===== src/rtl/core/box_min_area_overlap_match_defines.svh =====
// Assertion macros shared by the overlap matcher RTL.
`ifndef BOX_MIN_AREA_OVERLAP_MATCH_DEFINES_SVH
`define BOX_MIN_AREA_OVERLAP_MATCH_DEFINES_SVH

// Implication checked every clock, off while reset is asserted.
`define BMAO_ASSERT(lbl, clk, rst_n, prop, msg) \
    lbl: assert property (@(posedge clk) disable iff (!rst_n) prop) else $error(msg);

// Check with no reset qualifier.
`define BMAO_ASSERT_ALWAYS(lbl, clk, prop, msg) \
    lbl: assert property (@(posedge clk) prop) else $error(msg);

`endif


===== src/rtl/core/bmao_pkg.sv =====
// Shared constants, codes and control types of the overlap matcher.
`default_nettype none
package bmao_pkg;

    localparam int TABLE_DEPTH = 16;
    localparam int IDX_W       = (TABLE_DEPTH > 1) ? $clog2(TABLE_DEPTH) : 1;
    localparam int CNT_W       = $clog2(TABLE_DEPTH + 1);

    localparam int COORD_W = 32;
    localparam int AREA_W  = 64;
    localparam int PAGE_W  = 15;
    localparam int THR_W   = 17;
    localparam int OP_W    = 2;
    localparam int CFG_IDX_W = 2;

    localparam logic [COORD_W-1:0] ONE_Q16 = 32'd65536;

    localparam logic [OP_W-1:0] OP_LOAD  = 2'd0;
    localparam logic [OP_W-1:0] OP_QUERY = 2'd1;
    localparam logic [OP_W-1:0] OP_CLEAR = 2'd2;

    localparam logic [CFG_IDX_W-1:0] CFG_PAGE_WIDTH  = 2'd0;
    localparam logic [CFG_IDX_W-1:0] CFG_PAGE_HEIGHT = 2'd1;
    localparam logic [CFG_IDX_W-1:0] CFG_THRESHOLD   = 2'd2;

    localparam logic [PAGE_W-1:0] PAGE_RESET = 15'd1;
    localparam logic [THR_W-1:0]  THR_RESET  = 17'd32768;

    typedef struct packed {
        logic             capture;
        logic             rd_en;
        logic [IDX_W-1:0] rd_addr;
        logic             wr_en;
        logic [IDX_W-1:0] wr_addr;
        logic             result;
    } t_cmd;

    typedef struct packed {
        logic box_ok;
        logic pipe_busy;
    } t_status;

endpackage
`default_nettype wire


===== src/rtl/core/bmao_ctrl.sv =====
// Sequencer: request handshake, table count, scan addressing and result hand-off.
`default_nettype none
`include "box_min_area_overlap_match_defines.svh"
module bmao_ctrl (
    input  wire logic                      i_clk,
    input  wire logic                      i_rst_n,
    input  wire logic                      i_valid,
    input  wire logic [bmao_pkg::OP_W-1:0] i_operation,
    input  wire logic                      i_ready,
    input  wire bmao_pkg::t_status         i_status,
    output logic                           o_ready,
    output logic                           o_valid,
    output bmao_pkg::t_cmd                 o_cmd
);

    typedef enum logic [2:0] {
        ST_IDLE,
        ST_SCALE,
        ST_ORDER,
        ST_AREA,
        ST_STORE,
        ST_SCAN,
        ST_DRAIN,
        ST_DONE
    } t_state;

    t_state                         r_state, n_state;
    logic [bmao_pkg::OP_W-1:0]      r_op, n_op;
    logic [bmao_pkg::CNT_W-1:0]     r_count, n_count;
    logic [bmao_pkg::IDX_W-1:0]     r_idx, n_idx;
    logic                           r_out_valid, n_out_valid;
    bmao_pkg::t_cmd                 cmd;

    always_comb begin
        n_state     = r_state;
        n_op        = r_op;
        n_count     = r_count;
        n_idx       = r_idx;
        n_out_valid = r_out_valid;
        cmd         = '0;
        if (r_out_valid && i_ready) begin
            n_out_valid = 1'b0;
        end
        case (r_state)
            ST_IDLE: begin
                if (i_valid) begin
                    cmd.capture = 1'b1;
                    n_op        = i_operation;
                    if (i_operation == bmao_pkg::OP_CLEAR) begin
                        n_count = '0;
                    end else if (i_operation inside {bmao_pkg::OP_LOAD,
                                                     bmao_pkg::OP_QUERY}) begin
                        n_state = ST_SCALE;
                    end
                end
            end
            ST_SCALE: n_state = ST_ORDER;
            ST_ORDER: n_state = ST_AREA;
            ST_AREA: begin
                if (r_op == bmao_pkg::OP_LOAD) begin
                    if (i_status.box_ok &&
                        (r_count < bmao_pkg::CNT_W'(bmao_pkg::TABLE_DEPTH))) begin
                        n_state = ST_STORE;
                    end else begin
                        n_state = ST_IDLE;
                    end
                end else if (!i_status.box_ok || (r_count == '0)) begin
                    n_state = ST_DONE;
                end else begin
                    n_idx   = '0;
                    n_state = ST_SCAN;
                end
            end
            ST_STORE: begin
                cmd.wr_en   = 1'b1;
                cmd.wr_addr = r_count[bmao_pkg::IDX_W-1:0];
                n_count     = r_count + 1'b1;
                n_state     = ST_IDLE;
            end
            ST_SCAN: begin
                cmd.rd_en   = 1'b1;
                cmd.rd_addr = r_idx;
                n_idx       = r_idx + 1'b1;
                if ((bmao_pkg::CNT_W'(r_idx) + bmao_pkg::CNT_W'(1)) == r_count) begin
                    n_state = ST_DRAIN;
                end
            end
            ST_DRAIN: begin
                if (!i_status.pipe_busy) begin
                    n_state = ST_DONE;
                end
            end
            ST_DONE: begin
                if (!r_out_valid || i_ready) begin
                    cmd.result  = 1'b1;
                    n_out_valid = 1'b1;
                    n_state     = ST_IDLE;
                end
            end
            default: n_state = ST_IDLE;
        endcase
    end

    always_ff @(posedge i_clk) begin
        if (!i_rst_n) begin
            r_state     <= ST_IDLE;
            r_op        <= bmao_pkg::OP_LOAD;
            r_count     <= '0;
            r_idx       <= '0;
            r_out_valid <= 1'b0;
        end else begin
            r_state     <= n_state;
            r_op        <= n_op;
            r_count     <= n_count;
            r_idx       <= n_idx;
            r_out_valid <= n_out_valid;
        end
    end

    assign o_ready = (r_state == ST_IDLE);
    assign o_valid = r_out_valid;
    assign o_cmd   = cmd;

    `BMAO_ASSERT(a_idle_pipe_empty, i_clk, i_rst_n, (r_state == ST_IDLE) |-> !i_status.pipe_busy, "request taken while scan pipeline busy")
    `BMAO_ASSERT(a_store_has_room, i_clk, i_rst_n, cmd.wr_en |-> (r_count < bmao_pkg::CNT_W'(bmao_pkg::TABLE_DEPTH)), "store past table capacity")
    `BMAO_ASSERT(a_read_below_count, i_clk, i_rst_n, cmd.rd_en |-> (bmao_pkg::CNT_W'(cmd.rd_addr) < r_count), "scan reads an unfilled entry")
    `BMAO_ASSERT_ALWAYS(a_count_bounded, i_clk, !i_rst_n || (r_count <= bmao_pkg::CNT_W'(bmao_pkg::TABLE_DEPTH)), "table count above depth")

endmodule
`default_nettype wire


===== config.mk =====
export PLATFORM = sky130hd
export DESIGN_NAME = bmao_ctrl
export DESIGN_NICKNAME = d
export VERILOG_FILES = /design/src/rtl/core/bmao_pkg.sv /design/src/rtl/core/bmao_ctrl.sv
export VERILOG_INCLUDE_DIRS = /design/src /design/src/rtl/core
export SDC_FILE = /design/constraint.sdc
export NUM_CORES = 1
export LEC_CHECK = 0
export CORE_MARGIN = 5
export CORE_UTILIZATION = 60
export CTS_CLUSTER_DIAMETER = 50
export DETAILED_ROUTE_END_ITERATION = 12
export DONT_BUFFER_PORTS = 1
export HOLD_SLACK_MARGIN = 0.02
export PLACE_DENSITY = 0.76
export RECOVER_POWER = 50
export REMOVE_ABC_BUFFERS = 1
export SLEW_MARGIN = 10
export SYNTH_ARGS = -nofsm -noshare
export SYNTH_HDL_FRONTEND = slang
export SYNTH_SLANG_ARGS = --single-unit

===== constraint.sdc =====
create_clock -name i_clk -period 2.8 [get_ports i_clk]
set_input_delay 0.28 -clock i_clk [delete_from_list [all_inputs] [get_ports i_clk]]
set_output_delay 0.28 -clock i_clk [all_outputs]
set_load 0.02 [all_outputs]

* Word level (Yosys, flattened, before mapping)
Index checks and enable logic that the tools add are counted.
Word-level totals: bits in read-only memories 0, memory bits (writable) 0, bits in latches 0, memories kept 0, input port bits 8, register bits after elaboration 15
Cells by class: shift operators 0, add/sub/neg operators 3, order comparisons 1, mux-type cells 25, divide/modulo/power cells 0, multiply operators 0, bitwise logic cells 0, equality and inequality tests 19, reductions and logical operators 17
Operators with widths (number):
- $mux W3 | 8
- $pmux W3 S8 | 1
- $mux W5 | 4
- $ne A2 B2 Y1 const B | 7
- $eq A3 B3 Y1 const B | 4
- $pmux W5 S2 | 1
- $mux W4 | 2
- $pmux W4 S2 | 1
- $mux W1 | 7
- $eq A3 B2 Y1 const B | 2
- $reduce_and A3 Y1 | 2
- $reduce_and A6 Y1 | 1
- $reduce_bool A2 Y1 | 3
- $add A4 B1 Y5 const B | 1
- $add A5 B1 Y5 const B | 1
- $eq A5 B5 Y1 | 1
- $logic_not A5 Y1 | 1
- $lt A5 B5 Y1 const B | 1
- $add A4 B1 Y4 const B | 1
- $logic_not A2 Y1 | 2
- $ne A2 B1 Y1 const B | 2
- $eq A3 B1 Y1 const B | 1
- $logic_not A3 Y1 | 1
- $eq A2 B1 Y1 const B | 1
- other kinds (6) | 9

* Depth between registers and ports, before layout
Gate-level depths: netlist of run 1.
word-level depth 6, mapped depth 6

* Worst setup path after synthesis of run 1
Ideal clock, no wire load.
path kind register to register, start point reg r_idx[0] in the netlist's numbering, end point reg r_state[1], cell stages (with the launch flop) 6, arrival 1.458 ns, path buffers 0, period minus slack after synthesis 1.562 ns, slack 1.238 ns, path through dfxtp_1 ha_1 or2_2 a31oi_1 o211ai_1 a2111oi_2
Between the ends: word-level cells in the longest chain between the ends 4
Ends and longest elaborated chain:
- start: declaration | line bmao_ctrl.sv:30 | logic [bmao_pkg::IDX_W-1:0] r_idx, n_idx;
- start signal: assignment | line bmao_ctrl.sv:115 | r_idx <= n_idx;
- $add A4 B1 Y5 | line bmao_ctrl.sv:84 | if ((bmao_pkg::CNT_W'(r_idx) + bmao_pkg::CNT_W'(1)) == r_count) begin
- $eq A5 B5 Y1 | line bmao_ctrl.sv:84
- $ne A2 B2 Y1 (no source line)
- $reduce_and A6 Y1 (no source line)
- end signal: assignment | line bmao_ctrl.sv:112 | r_state <= n_state;
- end: declaration | line bmao_ctrl.sv:27 | t_state r_state, n_state;
No other way between the ends. A chain may end at the register's enable or synchronous reset.

==> summary.md, run 1 <==
| Metric | Value |
|---|---|
| Synth warn | 0 |
| Peak Freq | 449 MHz |
| Area contributors post-synth | dfxtp_1 28%, xnor2_1 4.1%, clkbuf_8 3.9%, nor2_1 3.9%, ha_1 3.5% |
| Netlist Area Pre-Place | 0.00106 sq mm |
| Antenna violations before repair | 0 |
| Crit-path cells | nand3b_4, clkinvlp_2, and2_1 |
| Synth Register Bits | 15 |
| Max-slew violations | 0 |
| Total Routing Usage GR | 17.1% |
| CP Launch Type | flip-flop |
| EDFF count, synth | 0 |
| First-pass GRT wire length | 3.43 mm |
| Post-CTS resize count | 0 |
| Clock-pin slew of the registers on the worst-case setup and hold paths | 0.09 ns |
| Worst hold path class | in2reg |
| Crit Path Max Fanout | 10 |
| Final worst path period share | 79.5% |
| Tmin final | 2.23 ns |
| Power per cell area | 382 mW/mm^2 |
| CP required | 2.52 ns |
| Hold buffers post-CTS | 0 |
| GRT overflow | 0 |
| FFs w/ async S/R, synth | 0% |
| Largest net degree at the start of global routing | 17 |
| CP peak stage delay | 0.57 ns |
| CTS tree | yes |
| Clock buffer depth | 2 |
| Status | complete, no violations |
| Most frequent cells in the layout | 15 x dfxtp_1, 11 x nor2_1, 10 x nand2_1 |
| Per-cell routed wire length | 14.2 um |
| Worst skew pair latency | 0.28 ns |
| Die extent in x | 52.0 um |
| # diodes | 0 |
| Synth top area share | 28.3% |
| GP Congestion | 0.770 |
| P&R area growth vs syn | 0.118% |
| Clk sinks | 15 |
| Number of top-level pins | 22 |
| Cells after Synth | 125 |
| Post-DR vias/cell | 5.78 |
| Row Count | 15 |
| TritonCTS buffer count | 3 |
| IO buf count | 0 |
| Worst path arrival time | 1.95 ns |
| Least-Margin Pin Slew | 0.564 ns |
| Height of the die | 52.0 um |
| Die footprint | 0.00271 sq mm |
| MaxCap Viol Count | 0 |
| Root buffer cell | clkbuf_4 |
| Leakage | 0.423 nW |
| Fin. Hold Viols | 0 |
| CP Capture Type | output pin |
| Synthesized area per cell | 8.48 sq um |
| Layout cell share with drive strength beyond 1 | 14.4% |
| Max rail drop VDD | 0.000326 V |
| Largest area contributor in the netlist | dfxtp_1 |
| Vias in the first global route | 787 |
| DRT Pass-1 Iters | 4 |
| Final nets | 137 |
| Slowest-stage cell, CP | dfxtp_1 |
| Library cells used by synthesis | 44 |
| Post-route worst setup slack | 0.573 ns |
| Setup violators final | 0 |
| DP HPWL | 1.65 mm |
| Pre-CTS setup slack | 1.02 ns |
| RSZ-0062 raised after global routing | no |
| CP Class | reg2out |
| Clock Skews | 0.00433 ns |
| Vias | 867 |
| Rel. slew slack | 62.2% |
| Initial Util | 62.1% |
| Setup bufs post-CTS | 0 |
| Post-synthesis sequential area ratio | 28.3% |
| Post-route ant nets | 0 |
| Final WL | 2.13 mm |
| Post-route DRC violation count | 0 |
| Most used DFF post-synth | dfxtp_1 |
| Core outline area | 0.00171 sq mm |
| Setup TNS | 0 ns |
| Commonest non-fill, non-tap cell in the layout | dfxtp_1 |
| Initial DRC count | 17 |
| H-Tree Depth | 1 |
-- area by class of cell --
type / instances / area [sq um]
clock buffers: 4 / 26.3
fillers: 158 / 647
inverters: 7 / 27.5
multi-input cells: 98 / 672
flip-flops and latches: 15 / 300
well taps: 25 / 31.3
repair buffers: 1 / 3.75
-- cell usage after synthesis, drive strengths merged, types with 3 or more instances --
cell type	number
a21oi	7
and2	5
and3	5
clkbuf	3
dfxtp	15
ha	3
inv	6
nand2	10
nand2b	3
nand3	4
nand3b	3
nor2	12
nor3	4
o211ai	3
o21ai	6
xnor2	5
xor2	3
-- kinds of logic after synthesis --
logic type	count (synthesis)	synth area share [%]
adder cells (fa/ha/maj)	3	3.54
AO/OA/AOI/OAI	30	21.3
flip-flops	15	28.3
buffers and inverters	12	7.44
XOR/XNOR	8	6.61
AND/OR/NAND/NOR	57	32.8
-- worst max-delay path, delay by kind of cell (launching register included) --
family / cells / cell delay, ns
and+or+nand+nor: 2 / 0.67
DFF: 1 / 0.57
buffers and inverters: 1 / 0.43
-- per-stage QoR --
stage / hold slack [ns] / std cells / util [%] / area (sq um) / power (mW)
2_1_floorplan: 0.411 / 120 / - / 1010 / 0.278
3_3_place_gp: 0.428 / 146 / 61.3 / 1050 / 0.287
3_5_place_dp: 0.436 / 146 / 61.3 / 1050 / 0.288
4_1_cts: 0.129 / 150 / 62.9 / 1070 / 0.412
5_1_grt: 0.117 / 150 / 62.1 / 1060 / 0.431
6_report: 0.137 / 150 / 62.1 / 1060 / 0.405
-- registers in the layout, indices dropped and copies added (netlist names) --
name     flops
o_valid      1
r_count      5
r_idx        4
r_op         2
r_state      3
-- power by group --
part / total (mW) / switching [mW] / internal, mW
sequential: 0.231 / 0.0123 / 0.219
clock: 0.122 / 0.0670 / 0.0553
combinational: 0.0519 / 0.0307 / 0.0213
total: 0.405 / 0.110 / 0.295
-- routing by layer --
| metal | part of all wire, % | up-vias | GRT usage [%] |
|---|---|---|---|
| met5 | 0 | - | 0 |
| met4 | 1.7 | 0 | 7.86 |
| met3 | 6.3 | 4 | 3.72 |
| met2 | 48 | 26 | 28.0 |
| met1 | 44 | 392 | 21.2 |
| li1 | - | 445 | - |
-- path summary, 6_finish.rpt --
path                       start  endpoint  slack [ns]  depth (start not counted)
setup / recovery      r_state[1]  o_cmd[7]        0.57                          3
hold / removal    i_operation[0]   r_op[0]        0.14                          2
setup reg to reg      r_state[1]  r_idx[2]        0.69                          5
hold reg to reg          r_op[0]   r_op[0]        0.48                          2
Power figures use the tool's default switching activity.
==> inputs of run 2 (changes only) <==
--- a/config.mk
+++ b/config.mk
@@ -6,13 +6,14 @@
 export SDC_FILE = /design/constraint.sdc
 export NUM_CORES = 1
 export LEC_CHECK = 0
+export ABC_AREA = 1
 export CORE_MARGIN = 5
-export CORE_UTILIZATION = 60
+export CORE_UTILIZATION = 55
 export CTS_CLUSTER_DIAMETER = 50
 export DETAILED_ROUTE_END_ITERATION = 12
 export DONT_BUFFER_PORTS = 1
 export HOLD_SLACK_MARGIN = 0.02
-export PLACE_DENSITY = 0.76
+export PLACE_DENSITY = 0.73
 export RECOVER_POWER = 50
 export REMOVE_ABC_BUFFERS = 1
 export SLEW_MARGIN = 10
==> constraint.sdc (replaced) <==
create_clock -name i_clk -period 1.9 [get_ports i_clk]
set_input_delay 0.19 -clock i_clk [delete_from_list [all_inputs] [get_ports i_clk]]
set_output_delay 0.19 -clock i_clk [all_outputs]
set_load 0.02 [all_outputs]
==> summary.md, run 2 <==
| Metric | Value |
|---|---|
| Max-slew violations | 0 |
| CP Launch Type | flip-flop |
| Leakage | 0.453 nW |
| Row Count | 15 |
| Status | complete, no violations |
| TritonCTS buffer count | 3 |
| CP required | 1.71 ns |
| Rel. slew slack | 58.2% |
| Worst hold slack | 0.0455 ns |
| Least-Margin Pin Slew | 0.625 ns |
| GRT overflow | 0 |
| Initial Util | 57.5% |
| Die footprint | 0.00276 sq mm |
| Worst hold path class | in2reg |
| Tot Pwr | 1.14 mW |
| Root buffer cell | clkbuf_4 |
| First-pass GRT wire length | 3.88 mm |
| Tmin final | 1.83 ns |
| Clock buffer depth | 2 |
| Post-route ant nets | 0 |
| Synth warn | 0 |
| CTS tree | yes |
| Max FFs per register | 5 |
| Max rail drop VDD | 0.000755 V |
| Clock-pin slew of the registers on the worst-case setup and hold paths | 0.10 ns |
| RSZ-0062 raised after global routing | yes |
| Cells after Synth | 156 |
| GP Congestion | 0.890 |
| Synth top area share | 30.2% |
| Final nets | 174 |
| Fin. Hold Viols | 0 |
| Initial DRC count | 38 |
| Pre-CTS setup slack | 0.403 ns |
| Power per cell area | 1080 mW/mm^2 |
| Vias | 966 |
| Height of the die | 52.5 um |
| Post-DR vias/cell | 5.17 |
| Post-route non-filler standard cell count | 187 |
| DRT Pass-1 Iters | 5 |
| Largest area contributor in the netlist | dfxtp_1 |
| Post-synthesis sequential area ratio | 30.2% |
| # diodes | 0 |
| Peak Freq | 546 MHz |
| Post-route worst setup slack | 0.0673 ns |
| Final worst path period share | 96.5% |
| H-Tree Depth | 1 |
| Crit Path Max Fanout | 7 |
| MaxCap Viol Count | 0 |
| Vias in the first global route | 902 |
| Number of top-level pins | 22 |
| FFs w/ async S/R, synth | 0% |
| DP Area | 0.00103 sq mm |
| Clk sinks | 15 |
| Final WL | 2.27 mm |
| Setup TNS | 0 ns |
| Top-count cell post-synth | nand2_1 |
| Final core utilization | 61.4% |
| Placed insts | 182 |
| Die extent in x | 52.5 um |
| Netlist Area Pre-Place | 993 sq um |
| EDFF count, synth | 0 |
| Synthesized area per cell | 6.37 sq um |
| Flop2flop setup slack | 0.07 ns |
| Setup bufs post-CTS | 0 |
| Per-cell routed wire length | 12.1 um |
| Top reg by flops | r_count |
| IO buf count | 0 |
| CP Capture Type | output pin |
| Layout cell share with drive strength beyond 1 | 12.3% |
| Commonest cells post-synth | 33 x nand2_1, 26 x inv_1, 24 x nor2_1, 15 x dfxtp_1 |
| Synth Register Bits | 15 |
| Clock Skews | 0.00766 ns |
| Core outline area | 0.00173 sq mm |
| Most frequent cells in the layout | 33 x nand2_1, 26 x inv_1, 23 x nor2_1 |
| DP HPWL | 1.82 mm |
| Antenna violations before repair | 0 |
| CP Class | reg2out |
| P&R area growth vs syn | 6.68% |
| Area contributors post-synth | dfxtp_1 30%, nand2_1 12%, inv_1 9.8%, nor2_1 9.1%, a21oi_1 5.5% |
| Most used DFF post-synth | dfxtp_1 |
| Layout Cell Area excl Fill | 0.00106 sq mm |
| Library cells used by synthesis | 26 |
| Commonest non-fill, non-tap cell in the layout | nand2_1 |
| Worst path arrival time | 1.64 ns |
| Largest net degree at the start of global routing | 10 |
| Setup violators final | 0 |
| Total Routing Usage GR | 19.2% |
| Largest registers | r_count (5), r_idx (4), r_state (3) |
| Worst skew pair latency | 0.28 ns |
| Fillers | 179 |
| Post-route DRC violation count | 0 |
## run 2: cell count changes after synthesis, sizes merged, moves of 4 or more
cell	previous run	this run
and3	5	0
nand4	0	4
nand2	10	36
nor2	12	27
inv	6	30
a21oi	7	11
and2	5	0
xnor2	5	0
nand3	4	11
## run 2: path summary, 6_finish.rpt
check / depth (start not counted) / startpoint / endpoint
setup / recovery: 5 / r_state[2] / o_cmd[8]
hold / removal: 2 / i_rst_n / r_op[0]
setup reg to reg: 8 / r_state[1] / r_count[4]
hold reg to reg: 2 / r_idx[3] / r_idx[3]
## run 2: cell type report
cell class | instances | area [sq um] | area share [%]
clock buffer | 3 | 22.5 | 2.13
clock inverter | 1 | 5.00 | 0.472
inverter | 30 | 113 | 10.6
multi-input combinational | 111 | 574 | 54.2
sequential | 15 | 300 | 28.3
tap | 25 | 31.3 | 2.95
timing repair buffer | 2 | 13.8 | 1.30
## run 2: critical path, cell delays in order (launching register included)
cell	delay (ns)
dfxtp_1	0.40
inv_2	0.10
or2_4	0.27
nor2_8	0.19
inv_2	0.10
nor2_1	0.32
## run 2: per-layer routing
metal  wire length [um]  track usage (%)  part of all wire [%]
met4                 17             8.51                  0.75
met2               1120             32.9                    50
met1                966             22.0                    43
met5                  0                0                     0
met3                159             5.13                   7.0
## run 2: where the power goes
group | switching (mW) | total [mW] | internal [mW]
clock network | 0.103 | 0.181 | 0.0780
logic | 0.367 | 0.530 | 0.163
registers | 0.0593 | 0.429 | 0.369
## run 2: timing repair
item	CTS	global route
resized for setup	0	2
endpoints found under the hold margin	2	0
hold buffers	1	0
endpoints found under the setup margin	0	4
## run 2: kinds of logic after synthesis
group	synth area share, %
flip-flops	30.2
AO/OA/AOI/OAI	14.4
adder cells (fa/ha/maj)	3.78
buffers and inverters	11.3
AND/OR/NAND/NOR	40.3
